===== src/rtl/core/plc_pkg.sv =====
// Shared types and constants for the line-follow PID controller.
// Holds the configuration record, register indexes and fixed datapath widths.
// No dependencies.
`default_nettype none

package plc_pkg;

	localparam int CFG_IDX_W  = 3;
	localparam int SAMPLE_W   = 8;
	localparam int GAIN_W     = 24;
	localparam int LIMIT_W    = 7;
	localparam int DRIVE_W    = 8;
	localparam int ERR_W      = 9;
	localparam int DIFF_W     = 10;

	localparam int P_W        = GAIN_W + ERR_W + 1;
	localparam int D_W        = GAIN_W + DIFF_W + 1;
	localparam int PD_W       = D_W + 1;

	// Integral magnitude is capped well above anything the other terms can reach.
	localparam int IMAG_W     = 34;
	localparam int IMAG_LO_W  = 17;
	localparam int IMAG_HI_W  = IMAG_W - IMAG_LO_W;
	localparam int IPROD_W    = GAIN_W + IMAG_LO_W;
	localparam int IFULL_W    = IPROD_W + IMAG_LO_W;
	localparam int ISAT_W     = 36;
	localparam int TOT_W      = 37;

	localparam logic [IMAG_W-1:0] IMAG_MAX = {IMAG_W{1'b1}};
	localparam logic [ISAT_W-1:0] ISAT_VAL = {1'b1, {(ISAT_W-1){1'b0}}};

	localparam logic [SAMPLE_W-1:0] TARGET_RST = 8'd20;
	localparam logic [GAIN_W-1:0]   GAIN_P_RST = 24'd24904;
	localparam logic [GAIN_W-1:0]   GAIN_I_RST = 24'd8;
	localparam logic [GAIN_W-1:0]   GAIN_D_RST = 24'd442368;
	localparam logic [LIMIT_W-1:0]  LIMIT_RST  = 7'd100;

	typedef enum logic [CFG_IDX_W-1:0] {
		REG_TARGET = 3'd0,
		REG_GAIN_P = 3'd1,
		REG_GAIN_I = 3'd2,
		REG_GAIN_D = 3'd3,
		REG_LIMIT  = 3'd4
	} reg_index_t;

	typedef struct packed {
		logic [SAMPLE_W-1:0] target_level;
		logic [GAIN_W-1:0]   gain_p;
		logic [GAIN_W-1:0]   gain_i_dt;
		logic [GAIN_W-1:0]   gain_d_dt;
		logic [LIMIT_W-1:0]  output_limit;
	} cfg_t;

endpackage

`default_nettype wire


===== src/rtl/core/pid_line_follow_controller.sv =====
// Line-follow PID controller: one sensor sample in, one clamped drive value out.
// Each sample travels from the input transfer to out_valid through a six-register pipeline.
// Throughput is one sample per cycle; the whole pipeline holds while a result waits.
// Reset clears the error history and accumulator, empties the pipeline, and
// loads the default target, gains and limit. Depends on plc_pkg and the plc_* modules.
`default_nettype none

module pid_line_follow_controller #(
	parameter int ACC_WIDTH = 32,
	parameter int FRAC_BITS = 16
) (
	input  wire logic                                clk,
	input  wire logic                                arst_n,
	input  wire logic                                in_valid,
	output logic                                     in_ready,
	input  wire logic [plc_pkg::SAMPLE_W-1:0]        sensor_sample,
	output logic                                     out_valid,
	input  wire logic                                out_ready,
	output logic signed [plc_pkg::DRIVE_W-1:0]       drive_value,
	output logic                                     clamped,
	input  wire logic                                cfg_valid,
	output logic                                     cfg_ready,
	input  wire logic [plc_pkg::CFG_IDX_W-1:0]       cfg_index,
	input  wire logic [plc_pkg::GAIN_W-1:0]          cfg_data
);

	plc_pkg::cfg_t                       cfg;
	logic                                adv;
	logic                                valid_s1;
	logic signed [plc_pkg::ERR_W-1:0]    err_s1;
	logic signed [plc_pkg::DIFF_W-1:0]   diff_s1;
	logic signed [ACC_WIDTH-1:0]         acc_s1;
	logic                                valid_s5;
	logic signed [plc_pkg::TOT_W-1:0]    total_s5;
	logic signed [plc_pkg::DRIVE_W-1:0]  lim_s;

	assign adv      = !(out_valid && !out_ready);
	assign in_ready = adv;
	assign lim_s    = $signed({1'b0, cfg.output_limit});

	plc_cfg_regs u_cfg (
		.clk       (clk),
		.arst_n    (arst_n),
		.cfg_valid (cfg_valid),
		.cfg_ready (cfg_ready),
		.cfg_index (cfg_index),
		.cfg_data  (cfg_data),
		.cfg       (cfg)
	);

	plc_err_acc #(.ACC_WIDTH(ACC_WIDTH)) u_err (
		.clk           (clk),
		.arst_n        (arst_n),
		.adv           (adv),
		.in_valid      (in_valid),
		.sensor_sample (sensor_sample),
		.target_level  (cfg.target_level),
		.valid_s1      (valid_s1),
		.err_s1        (err_s1),
		.diff_s1       (diff_s1),
		.acc_s1        (acc_s1)
	);

	plc_terms #(.ACC_WIDTH(ACC_WIDTH)) u_terms (
		.clk      (clk),
		.arst_n   (arst_n),
		.adv      (adv),
		.valid_s1 (valid_s1),
		.err_s1   (err_s1),
		.diff_s1  (diff_s1),
		.acc_s1   (acc_s1),
		.cfg      (cfg),
		.valid_s5 (valid_s5),
		.total_s5 (total_s5)
	);

	plc_clamp_out #(.FRAC_BITS(FRAC_BITS)) u_out (
		.clk          (clk),
		.arst_n       (arst_n),
		.adv          (adv),
		.valid_s5     (valid_s5),
		.total_s5     (total_s5),
		.output_limit (cfg.output_limit),
		.out_valid    (out_valid),
		.drive_value  (drive_value),
		.clamped      (clamped)
	);

	// The pipeline only holds back input while a finished result is waiting.
	a_stall_only_on_result: assert property (@(posedge clk) disable iff (!arst_n)
		!in_ready |-> out_valid)
		else $error("input held back with no result waiting");

	a_clamp_at_limit: assert property (@(posedge clk) disable iff (!arst_n)
		(out_valid && clamped) |-> (drive_value == lim_s || drive_value == -lim_s))
		else $error("clamped result is not at the limit");

	a_within_limit: assert property (@(posedge clk) disable iff (!arst_n)
		(out_valid && !clamped) |-> (drive_value <= lim_s && drive_value >= -lim_s))
		else $error("unclamped result exceeds the limit");

	a_no_full_negative: assert property (@(posedge clk) disable iff (!arst_n)
		out_valid |-> (drive_value != {1'b1, {(plc_pkg::DRIVE_W-1){1'b0}}}))
		else $error("drive value out of symmetric range");

endmodule

`default_nettype wire


===== src/rtl/core/plc_cfg_regs.sv =====
// Configuration register file for the line-follow PID controller.
// Depends on plc_pkg for the register record and indexes.
`default_nettype none

module plc_cfg_regs (
	input  wire logic                           clk,
	input  wire logic                           arst_n,
	input  wire logic                           cfg_valid,
	output logic                                cfg_ready,
	input  wire logic [plc_pkg::CFG_IDX_W-1:0]  cfg_index,
	input  wire logic [plc_pkg::GAIN_W-1:0]     cfg_data,
	output plc_pkg::cfg_t                       cfg
);

	plc_pkg::cfg_t cfg_q;

	assign cfg_ready = 1'b1;
	assign cfg       = cfg_q;

	always_ff @(posedge clk or negedge arst_n) begin
		if (!arst_n) begin
			cfg_q.target_level <= plc_pkg::TARGET_RST;
			cfg_q.gain_p       <= plc_pkg::GAIN_P_RST;
			cfg_q.gain_i_dt    <= plc_pkg::GAIN_I_RST;
			cfg_q.gain_d_dt    <= plc_pkg::GAIN_D_RST;
			cfg_q.output_limit <= plc_pkg::LIMIT_RST;
		end else if (cfg_valid) begin
			case (plc_pkg::reg_index_t'(cfg_index))
				plc_pkg::REG_TARGET: begin
					cfg_q.target_level <= cfg_data[plc_pkg::SAMPLE_W-1:0];
				end
				plc_pkg::REG_GAIN_P: begin
					cfg_q.gain_p <= cfg_data;
				end
				plc_pkg::REG_GAIN_I: begin
					cfg_q.gain_i_dt <= cfg_data;
				end
				plc_pkg::REG_GAIN_D: begin
					cfg_q.gain_d_dt <= cfg_data;
				end
				plc_pkg::REG_LIMIT: begin
					cfg_q.output_limit <= cfg_data[plc_pkg::LIMIT_W-1:0];
				end
				default: begin
				end
			endcase
		end
	end

endmodule

`default_nettype wire


===== src/rtl/core/plc_err_acc.sv =====
// Input stage: error, error difference and the saturating trapezoidal accumulator.
// Depends on plc_pkg for widths; holds the previous error and accumulator state.
`default_nettype none

module plc_err_acc #(
	parameter int ACC_WIDTH = 32
) (
	input  wire logic                                clk,
	input  wire logic                                arst_n,
	input  wire logic                                adv,
	input  wire logic                                in_valid,
	input  wire logic [plc_pkg::SAMPLE_W-1:0]        sensor_sample,
	input  wire logic [plc_pkg::SAMPLE_W-1:0]        target_level,
	output logic                                     valid_s1,
	output logic signed [plc_pkg::ERR_W-1:0]         err_s1,
	output logic signed [plc_pkg::DIFF_W-1:0]        diff_s1,
	output logic signed [ACC_WIDTH-1:0]              acc_s1
);

	localparam logic signed [ACC_WIDTH-1:0] ACC_MAX = {1'b0, {(ACC_WIDTH-1){1'b1}}};
	localparam logic signed [ACC_WIDTH-1:0] ACC_MIN = {1'b1, {(ACC_WIDTH-1){1'b0}}};

	logic signed [plc_pkg::ERR_W-1:0]  prev_q;
	logic signed [ACC_WIDTH-1:0]       acc_q;
	logic signed [plc_pkg::ERR_W-1:0]  err_c;
	logic signed [plc_pkg::DIFF_W-1:0] pair_c;
	logic signed [plc_pkg::DIFF_W-1:0] diff_c;
	logic signed [ACC_WIDTH:0]         sum_c;
	logic signed [ACC_WIDTH-1:0]       acc_c;
	logic                              accept;

	assign accept = in_valid && adv;

	always_comb begin
		err_c  = $signed({1'b0, sensor_sample}) - $signed({1'b0, target_level});
		pair_c = plc_pkg::DIFF_W'(err_c) + plc_pkg::DIFF_W'(prev_q);
		diff_c = plc_pkg::DIFF_W'(err_c) - plc_pkg::DIFF_W'(prev_q);
		sum_c  = (ACC_WIDTH+1)'(acc_q) + (ACC_WIDTH+1)'(pair_c);
		if (sum_c[ACC_WIDTH] != sum_c[ACC_WIDTH-1]) begin
			acc_c = sum_c[ACC_WIDTH] ? ACC_MIN : ACC_MAX;
		end else begin
			acc_c = sum_c[ACC_WIDTH-1:0];
		end
	end

	always_ff @(posedge clk or negedge arst_n) begin
		if (!arst_n) begin
			prev_q   <= '0;
			acc_q    <= '0;
			valid_s1 <= 1'b0;
		end else begin
			if (adv) begin
				valid_s1 <= in_valid;
			end
			if (accept) begin
				prev_q <= err_c;
				acc_q  <= acc_c;
			end
		end
	end

	always_ff @(posedge clk) begin
		if (accept) begin
			err_s1  <= err_c;
			diff_s1 <= diff_c;
			acc_s1  <= acc_c;
		end
	end

endmodule

`default_nettype wire


===== src/rtl/core/plc_terms.sv =====
// Product stages: proportional, derivative and split integral products, then the total.
// Depends on plc_pkg for widths and the integral saturation constants.
`default_nettype none

module plc_terms #(
	parameter int ACC_WIDTH = 32
) (
	input  wire logic                                clk,
	input  wire logic                                arst_n,
	input  wire logic                                adv,
	input  wire logic                                valid_s1,
	input  wire logic signed [plc_pkg::ERR_W-1:0]    err_s1,
	input  wire logic signed [plc_pkg::DIFF_W-1:0]   diff_s1,
	input  wire logic signed [ACC_WIDTH-1:0]         acc_s1,
	input  wire plc_pkg::cfg_t                       cfg,
	output logic                                     valid_s5,
	output logic signed [plc_pkg::TOT_W-1:0]         total_s5
);

	localparam int EXT_W = (ACC_WIDTH > plc_pkg::IMAG_W) ? ACC_WIDTH : plc_pkg::IMAG_W;

	logic [ACC_WIDTH-1:0]                amag_c;
	logic [EXT_W-1:0]                    aext_c;
	logic [plc_pkg::IMAG_W-1:0]          imag_c;
	logic [plc_pkg::IFULL_W-1:0]         ifull_c;
	logic signed [plc_pkg::TOT_W-1:0]    iterm_c;

	logic                                valid_s2;
	logic                                valid_s3;
	logic                                valid_s4;
	logic signed [plc_pkg::P_W-1:0]      p_s2;
	logic signed [plc_pkg::D_W-1:0]      d_s2;
	logic [plc_pkg::IMAG_W-1:0]          imag_s2;
	logic                                ineg_s2;
	logic signed [plc_pkg::PD_W-1:0]     pd_s3;
	logic [plc_pkg::IPROD_W-1:0]         ilo_s3;
	logic [plc_pkg::IPROD_W-1:0]         ihi_s3;
	logic                                ineg_s3;
	logic signed [plc_pkg::PD_W-1:0]     pd_s4;
	logic [plc_pkg::ISAT_W-1:0]          isat_s4;
	logic                                ineg_s4;

	always_comb begin
		amag_c = acc_s1[ACC_WIDTH-1] ? (~acc_s1 + 1'b1) : acc_s1;
		aext_c = EXT_W'(amag_c);
		if (aext_c > EXT_W'(plc_pkg::IMAG_MAX)) begin
			imag_c = plc_pkg::IMAG_MAX;
		end else begin
			imag_c = aext_c[plc_pkg::IMAG_W-1:0];
		end
		ifull_c = {ihi_s3, {plc_pkg::IMAG_LO_W{1'b0}}} + plc_pkg::IFULL_W'(ilo_s3);
		iterm_c = $signed(plc_pkg::TOT_W'(isat_s4));
	end

	always_ff @(posedge clk or negedge arst_n) begin
		if (!arst_n) begin
			valid_s2 <= 1'b0;
			valid_s3 <= 1'b0;
			valid_s4 <= 1'b0;
			valid_s5 <= 1'b0;
		end else if (adv) begin
			valid_s2 <= valid_s1;
			valid_s3 <= valid_s2;
			valid_s4 <= valid_s3;
			valid_s5 <= valid_s4;
		end
	end

	always_ff @(posedge clk) begin
		if (adv) begin
			p_s2    <= $signed({1'b0, cfg.gain_p}) * err_s1;
			d_s2    <= $signed({1'b0, cfg.gain_d_dt}) * diff_s1;
			imag_s2 <= imag_c;
			ineg_s2 <= acc_s1[ACC_WIDTH-1];

			pd_s3   <= plc_pkg::PD_W'(p_s2) + plc_pkg::PD_W'(d_s2);
			ilo_s3  <= cfg.gain_i_dt * imag_s2[plc_pkg::IMAG_LO_W-1:0];
			ihi_s3  <= cfg.gain_i_dt * imag_s2[plc_pkg::IMAG_W-1:plc_pkg::IMAG_LO_W];
			ineg_s3 <= ineg_s2;

			pd_s4   <= pd_s3;
			isat_s4 <= (ifull_c > plc_pkg::IFULL_W'(plc_pkg::ISAT_VAL)) ?
				plc_pkg::ISAT_VAL : ifull_c[plc_pkg::ISAT_W-1:0];
			ineg_s4 <= ineg_s3;

			total_s5 <= ineg_s4 ? (plc_pkg::TOT_W'(pd_s4) - iterm_c) :
				(plc_pkg::TOT_W'(pd_s4) + iterm_c);
		end
	end

endmodule

`default_nettype wire


===== src/rtl/core/plc_clamp_out.sv =====
// Output stage: symmetric clamp, truncation toward zero and the result register.
// Depends on plc_pkg for widths.
`default_nettype none

module plc_clamp_out #(
	parameter int FRAC_BITS = 16
) (
	input  wire logic                                clk,
	input  wire logic                                arst_n,
	input  wire logic                                adv,
	input  wire logic                                valid_s5,
	input  wire logic signed [plc_pkg::TOT_W-1:0]    total_s5,
	input  wire logic [plc_pkg::LIMIT_W-1:0]         output_limit,
	output logic                                     out_valid,
	output logic signed [plc_pkg::DRIVE_W-1:0]       drive_value,
	output logic                                     clamped
);

	logic [plc_pkg::TOT_W-1:0]         tmag_c;
	logic [plc_pkg::TOT_W-1:0]         lim_c;
	logic [plc_pkg::TOT_W-1:0]         shifted_c;
	logic                              over_c;
	logic [plc_pkg::LIMIT_W-1:0]       val_c;
	logic signed [plc_pkg::DRIVE_W-1:0] drive_c;

	always_comb begin
		tmag_c    = total_s5[plc_pkg::TOT_W-1] ? (~total_s5 + 1'b1) : total_s5;
		lim_c     = plc_pkg::TOT_W'({output_limit, {FRAC_BITS{1'b0}}});
		shifted_c = tmag_c >> FRAC_BITS;
		over_c    = tmag_c > lim_c;
		val_c     = over_c ? output_limit : shifted_c[plc_pkg::LIMIT_W-1:0];
		drive_c   = total_s5[plc_pkg::TOT_W-1] ? -$signed({1'b0, val_c}) :
			$signed({1'b0, val_c});
	end

	always_ff @(posedge clk or negedge arst_n) begin
		if (!arst_n) begin
			out_valid <= 1'b0;
		end else if (adv) begin
			out_valid <= valid_s5;
		end
	end

	always_ff @(posedge clk) begin
		if (adv && valid_s5) begin
			drive_value <= drive_c;
			clamped     <= over_c;
		end
	end

endmodule

`default_nettype wire


===== config.mk =====
export PLATFORM = sky130hd
export DESIGN_NAME = pid_line_follow_controller
export DESIGN_NICKNAME = d
export VERILOG_FILES = /design/src/rtl/core/plc_pkg.sv /design/src/rtl/core/pid_line_follow_controller.sv /design/src/rtl/core/plc_cfg_regs.sv /design/src/rtl/core/plc_err_acc.sv /design/src/rtl/core/plc_terms.sv /design/src/rtl/core/plc_clamp_out.sv
export SDC_FILE = /design/constraint.sdc
export NUM_CORES = 2
export LEC_CHECK = 0
export ABC_AREA = 1
export BUFFER_PORTS_ARGS = -buffer_cell sky130_fd_sc_hd__clkbuf_2
export CELL_PAD_IN_SITES_DETAIL_PLACEMENT = 1
export CELL_PAD_IN_SITES_GLOBAL_PLACEMENT = 2
export CORE_MARGIN = 3
export CORE_UTILIZATION = 41
export DETAILED_ROUTE_END_ITERATION = 6
export PLACE_DENSITY_LB_ADDON = 0.1
export SYNTH_ARGS = -nofsm -noshare
export SYNTH_HDL_FRONTEND = slang
export SYNTH_SLANG_ARGS = --single-unit
export TNS_END_PERCENT = 5

===== constraint.sdc =====
create_clock -name clk -period 13.2 [get_ports clk]
set_input_delay 2.64 -clock clk [delete_from_list [all_inputs] [get_ports clk]]
set_output_delay 2.64 -clock clk [all_outputs]
set_load 0.02 [all_outputs]

### After elaboration in Yosys (flattened, before gate mapping)

Index checks and enable logic that the tools add are counted.

| operators by class | value |
|---|---|
| mux-type cells | 7 |
| $add $sub $neg | 11 |
| reduce and logical (&&, ||, !) cells | 11 |
| $lt $le $gt $ge | 2 |
| bitwise operators | 2 |
| equality and inequality tests | 5 |
| multiply operators | 4 |

Operators by type and width:

| cell | count |
|---|---|
| $mux W37 | 2 |
| $mux W32 | 2 |
| $add A58 B41 Y58 | 1 |
| $gt A58 B36 Y1 const B | 1 |
| $mul A24 B17 Y41 | 1 |
| $mul A24 B15 Y39 | 1 |
| $add A36 B37 Y37 | 1 |
| $add A37 B1 Y37 const B | 1 |
| $gt A37 B23 Y1 | 1 |
| $not A37 Y37 | 1 |
| $sub A36 B37 Y37 | 1 |
| $add A34 B35 Y36 | 1 |
| $mul A25 B10 Y35 | 1 |
| $mul A25 B9 Y34 | 1 |
| $add A32 B10 Y33 | 1 |
| $add A32 B1 Y32 const B | 1 |
| $not A32 Y32 | 1 |
| $mux W31 | 1 |
| $mux W7 | 2 |
| $add A9 B9 Y10 | 1 |
| $reduce_and A2 Y1 | 5 |
| $sub A9 B9 Y10 | 1 |
| $sub A8 B8 Y9 | 1 |
| $neg A7 Y8 | 1 |
| 7 further kinds | 11 |

| word-level totals | value |
|---|---|
| bits in registers | 525 |
| logic and storage cells | 74 |
| bits of input ports | 40 |
| output and inout port bits | 12 |

### Depth between registers and ports, before layout

| depth | value |
|---|---|
| word-level depth | 7 |
| gate-level depth with buffers | 30 |
| gate-level depth less buffers | 30 |

### Modules after synthesis

A second synthesis with hierarchy kept.

| second synthesis, totals | value |
|---|---|
| cells, all modules | 8,941 |
| area, all modules | 71,807.6 um2 |

Modules (own cells, without submodules):

| module | area each (um2) | seq. area each (um2) | times used | cells an instance |
|---|---|---|---|---|
| plc_terms | 59,145.5 | 9,979.6 | 1 | 7,313 |
| plc_err_acc | 6,942.9 | 2,582.5 | 1 | 851 |
| plc_cfg_regs | 3,495.9 | 2,195.9 | 1 | 388 |
| plc_clamp_out | 2,215.9 | 295.3 | 1 | 387 |
| pid_line_follow_controller | 7.5 | 0.0 | 1 | 2 |

### Worst setup path before layout

No wires, ideal clock.

| path | value |
|---|---|
| kind | input to register |
| start point | input port out_ready |
| end point | register u_err.acc_s1[0] (enable) |
| arrival | 12,189 ps |
| stages | 5 |
| required time | 12,820 ps |
| setup time | 380 ps |
| buffers on the path | 1 |
| setup slack | 631 ps |
| cells stage by stage | nor2_1 clkinv_1 nand2_1 clkinv_1 buf_2 |

| on the way | value |
|---|---|
| longest elaborated chain between the ends | 4 |

RTL lines:

| what | line | text |
|---|---|---|
| start, declared | pid_line_follow_controller.sv:18 | `input wire logic out_ready,` |
| $logic_not A1 Y1 | pid_line_follow_controller.sv:37 | `assign adv = !(out_valid && !out_ready);` |
| $logic_and A1 B1 Y1 | pid_line_follow_controller.sv:37 |  |
| $logic_not A1 Y1 | pid_line_follow_controller.sv:37 |  |
| named net in_ready | pid_line_follow_controller.sv:15 | `output logic in_ready,` |
| $logic_and A1 B1 Y1 | plc_err_acc.sv:32 | `assign accept = in_valid && adv;` |
| named net u_err.accept | plc_err_acc.sv:30 | `logic accept;` |
| end signal, assigned | plc_err_acc.sv:66 | `acc_s1 <= acc_c;` |
| end, declared | plc_err_acc.sv:17 | `output logic signed [ACC_WIDTH-1:0] acc_s1` |

The timed path passes the listed nets, and every way through them passes these cells.
A chain may end at the register's enable or synchronous reset.

### Worst setup path after layout

| path | value |
|---|---|
| start point | register u_terms.imag_s2[10] in the netlist's numbering |
| end point | register u_terms.ilo_s3[32] in the netlist's numbering (data pin) |

| on the way | value |
|---|---|
| longest elaborated chain between the ends | 1 |

RTL lines:

| what | line | text |
|---|---|---|
| start, declared | plc_terms.sv:33 | `logic [plc_pkg::IMAG_W-1:0] imag_s2;` |
| start signal, assigned | plc_terms.sv:73 | `imag_s2 <= imag_c;` |
| $mul A24 B17 Y41 | plc_terms.sv:77 | `ilo_s3 <= cfg.gain_i_dt * imag_s2[plc_pkg::IMAG_LO_W-1:0];` |
| end signal, assigned | plc_terms.sv:77 |  |
| end, declared | plc_terms.sv:36 | `logic [plc_pkg::IPROD_W-1:0] ilo_s3;` |

Every way passes these cells.

==> run_results.csv <==
group,metric,value,unit
sta,max_slew.worst_pin.slew,1.27,ns
layout,final_common_cell,"nand2_1",
sta,finalCritPeriodShare,54.3,%
layout,final_nets,9814,
outcome,status,"completed",
die,num_rows,150,
layout,fin_area,74300,um2
clock_tree,numCtsBuffers,69,
drt,drc,0,
sta,rsz0062_at_grt,"false",
worst_setup_path,crit_chain,"nand2_1 > fa_1 > inv_1 > fa_1 > inv_1 > fa_1 > inv_1 > fa_1 > fa_1 > inv_1 > fa_1 > inv_1 > ha_1 > a21oi_1 > inv_1 > a31oi_1 > a21boi_0 > o21ai_0 > a21boi_0 > inv_1 > a21oi_1 > xnor2_1",
global_routing,gr-usage-met3,2.69,%
synthesis,syn_area,69400,um2
drt,vias,53100,
synthesis,syn_area_per_cell,8.32,um2
sta,fin_tns_setup,0,ns
layout,drive_gt1_share,4.89,%
die,io_pins,52,
worst_setup_path,critPathCaptureType,"register",
layout,area_delta_synth_final,6.99,%
synthesis,synthAdderAreaFrac,38.2,%
global_routing,busiest_layer,"met2",
worst_setup_path,critPathMaxStageDelay,1.13,ns
worst_setup_path,cp.arrival,7.57,ns
placed_design,io_buffers,50,
die,initial_core_util,41.4,%
synthesis,syn_inst,8344,
synthesis,synth_compound_area_share,6.67,%
sta,setup_viol,0,
global_routing,grt_pass1_wl,342,mm
global_routing,overflow,0,
global_routing,grt_max_degree,86,
drt,wl,215,mm
synthesis,synth_top_cell_area_share,28.3,%
clock_tree,postCtsSetupRepairBufs,0,
run,drv_cap,0,
placed_design,gp_congestion,0.890,
hold_path,hp-class,"reg -> reg",
synthesis,yosysSeqAreaShare,21.7,%
synthesis,synth_flop_cell,"edfxtp_1",
layout,filler_cell_count,20000,
synthesis,yosys.area_share.simple,16.4,%
clock_tree,clk_path_buf_depth,3,
clock_tree,cts.clk_slew.worst_paths,0.06,ns
worst_setup_path,timing.critical_path.buf_inv,7,
global_routing,grt_pass1_vias,58800,
synthesis,syn-num-nets,9915,
clock_tree,cts-resized-gates,0,
global_routing,met1_usage,37.3,%
synthesis,yosys_warnings,0,
worst_setup_path,cp_max_fo,24,
synthesis,synthMuxAreaShare,0,%
layout,register_area,15100,um2
synthesis,synth_edf_count,389,
global_routing,antenna_found_initial,9,
sta,slew_headroom,15.1,%
global_routing,grt_util_all_layers,25.2,%
clock_tree,clock_latency,0.70,ns
worst_setup_path,cp_common_cell,"inv_1",
synthesis,async_flop_share,25.6,%
placed_design,post_dp_cell_area,71800,um2
clock_tree,cts_root_buffer,"clkbuf_16",
die,die_height,417,um
worst_setup_path,slowest_stage,"edfxtp_1",
sta,hold_violations,0,
die,die-area,174000,um2
synthesis,ys_ff_latch,523,
worst_setup_path,critPathKind,"reg -> reg",
drt,viasPerCell,5.06,
layout,multi_input_area,45600,um2
worst_setup_path,crit_family,"adder cells",
clock_tree,cts_tree,"yes",
drt,drt-initial-drc-count,2821,
sta,slew_viol_final,0,
drt,wire_per_inst,20.5,um
sta,clock-skew-final,0.0636,ns
layout,layout_common_cells,"2050 x nand2_1, 2031 x inv_1, 981 x fa_1",
synthesis,synth_xor_area_share,4.36,%
clock_tree,hold_buffers,0,
placed_design,place_hpwl,173,mm
worst_setup_path,cp-start-kind,"register",
clock_tree,htree_levels,3,
clock_tree,clock_sinks,523,
synthesis,synth_top_cell_by_area,"fa_1",
sta,max_freq,140,MHz
die,die_w,417,um
synthesis,synthTopCellsByArea,"fa_1 28%, edfxtp_1 17%, nand2_1 11%",
drt,dr.pass1.iters,5,
synthesis,yosysUniqueCellTypes,66,
die,core-area,168000,um2
synthesis,synth_top_family_by_area,"adder cells",
drt,ant_nets,0,
sta,min_period,7.17,ns
worst_setup_path,required,13.60,ns
global_routing,grt_util_met2,40.3,%
cells in the mapped netlist, types with 17 or more instances:
cell type,instances
fa_1,981
nand2_1,2050
xor2_1,228
o21ai_0,259
o21bai_1,19
xnor2_1,116
nand4_1,41
nand3_1,143
nor4_1,18
a21o_1,20
a21boi_0,17
nor2_2,41
nor2_1,367
edfxtp_1,389
dfrtp_1,119
a21oi_1,321
ha_1,550
or2_2,49
inv_1,2031
o21a_1,23
nand2_2,17
nor3_1,43
a31oi_1,50
clkbuf_1,270
layout make-up:
cell class | instances | share of cell area (%)
diodes | 6 | 0.0202
multi-input cells | 5491 | 61.4
repair buffers | 123 | 1.08
well taps | 2204 | 3.71
inverters | 2035 | 10.3
clock inverters | 46 | 0.834
flip-flops and latches | 523 | 20.3
clock buffers | 80 | 2.42
per-layer routing:
metal	vias up	part of all wire [%]
met1	27200	49
li1	24900	-
met2	910	45
met3	157	4.4
met4	0	1.7
met5	-	0
sequential cells by signal, indices dropped and copies added (netlist names), 10 cells and up:
| name | count |
|---|---|
| u_cfg.cfg | 87 |
| u_terms.ilo_s3 | 41 |
| u_terms.ihi_s3 | 39 |
| u_terms.total_s5 | 37 |
| u_terms.isat_s4 | 36 |
| u_terms.pd_s3 | 36 |
| u_terms.pd_s4 | 36 |
| u_terms.d_s2 | 35 |
| u_terms.p_s2 | 34 |
| u_err.acc_q | 32 |
| u_err.acc_s1 | 32 |
| u_terms.imag_s2 | 32 |
| u_err.diff_s1 | 10 |
cells by family after synthesis:
family,Yosys count
AOI/OAI and AO/OA,811
xor gates and xnor gates,345
adders and majority gates,1531
buffers and inverters,2330
DFF,523
other,1
and+or+nand+nor,2803
worst register-to-register path, delay by kind of cell (launching register included):
family	cells	cell delay, ns
adders and majority gates	7	3.56
AOI/OAI and AO/OA	6	1.47
DFF	1	1.13
buffers and inverters	7	0.43
and+or+nand+nor	1	0.22
xor gates and xnor gates	1	0.10
per-stage QoR:
step                      setup WS [ns]  hold slack [ns]  instances  util [%]
after global placement             5.48            0.405      10400      42.9
after CTS                          6.00            0.417      10500      44.3
after detailed placement           5.44            0.407      10400      42.9
final                              6.03            0.414      10500      44.3
after floorplan                   0.631            0.400       8344         -
after global routing               5.57            0.424      10500      44.3
final timing paths:
kind,start,to,slack (ns),cells past startpoint
worst min-delay path,u_terms.pd_s3[18],u_terms.pd_s4[18],0.41,0
worst max register to register,u_terms.imag_s2[10],u_terms.ilo_s3[32],6.03,22
min in group asynchronous,arst_n,u_err.acc_q[29],2.03,1
max in group asynchronous,arst_n,u_cfg.cfg[40],9.63,2
worst min register to register,u_terms.pd_s3[18],u_terms.pd_s4[18],0.41,0
worst max-delay path,u_terms.imag_s2[10],u_terms.ilo_s3[32],6.03,22
Power is not shown: default switching activity piles up to over one toggle a cycle in this logic, so the estimate is an artifact.
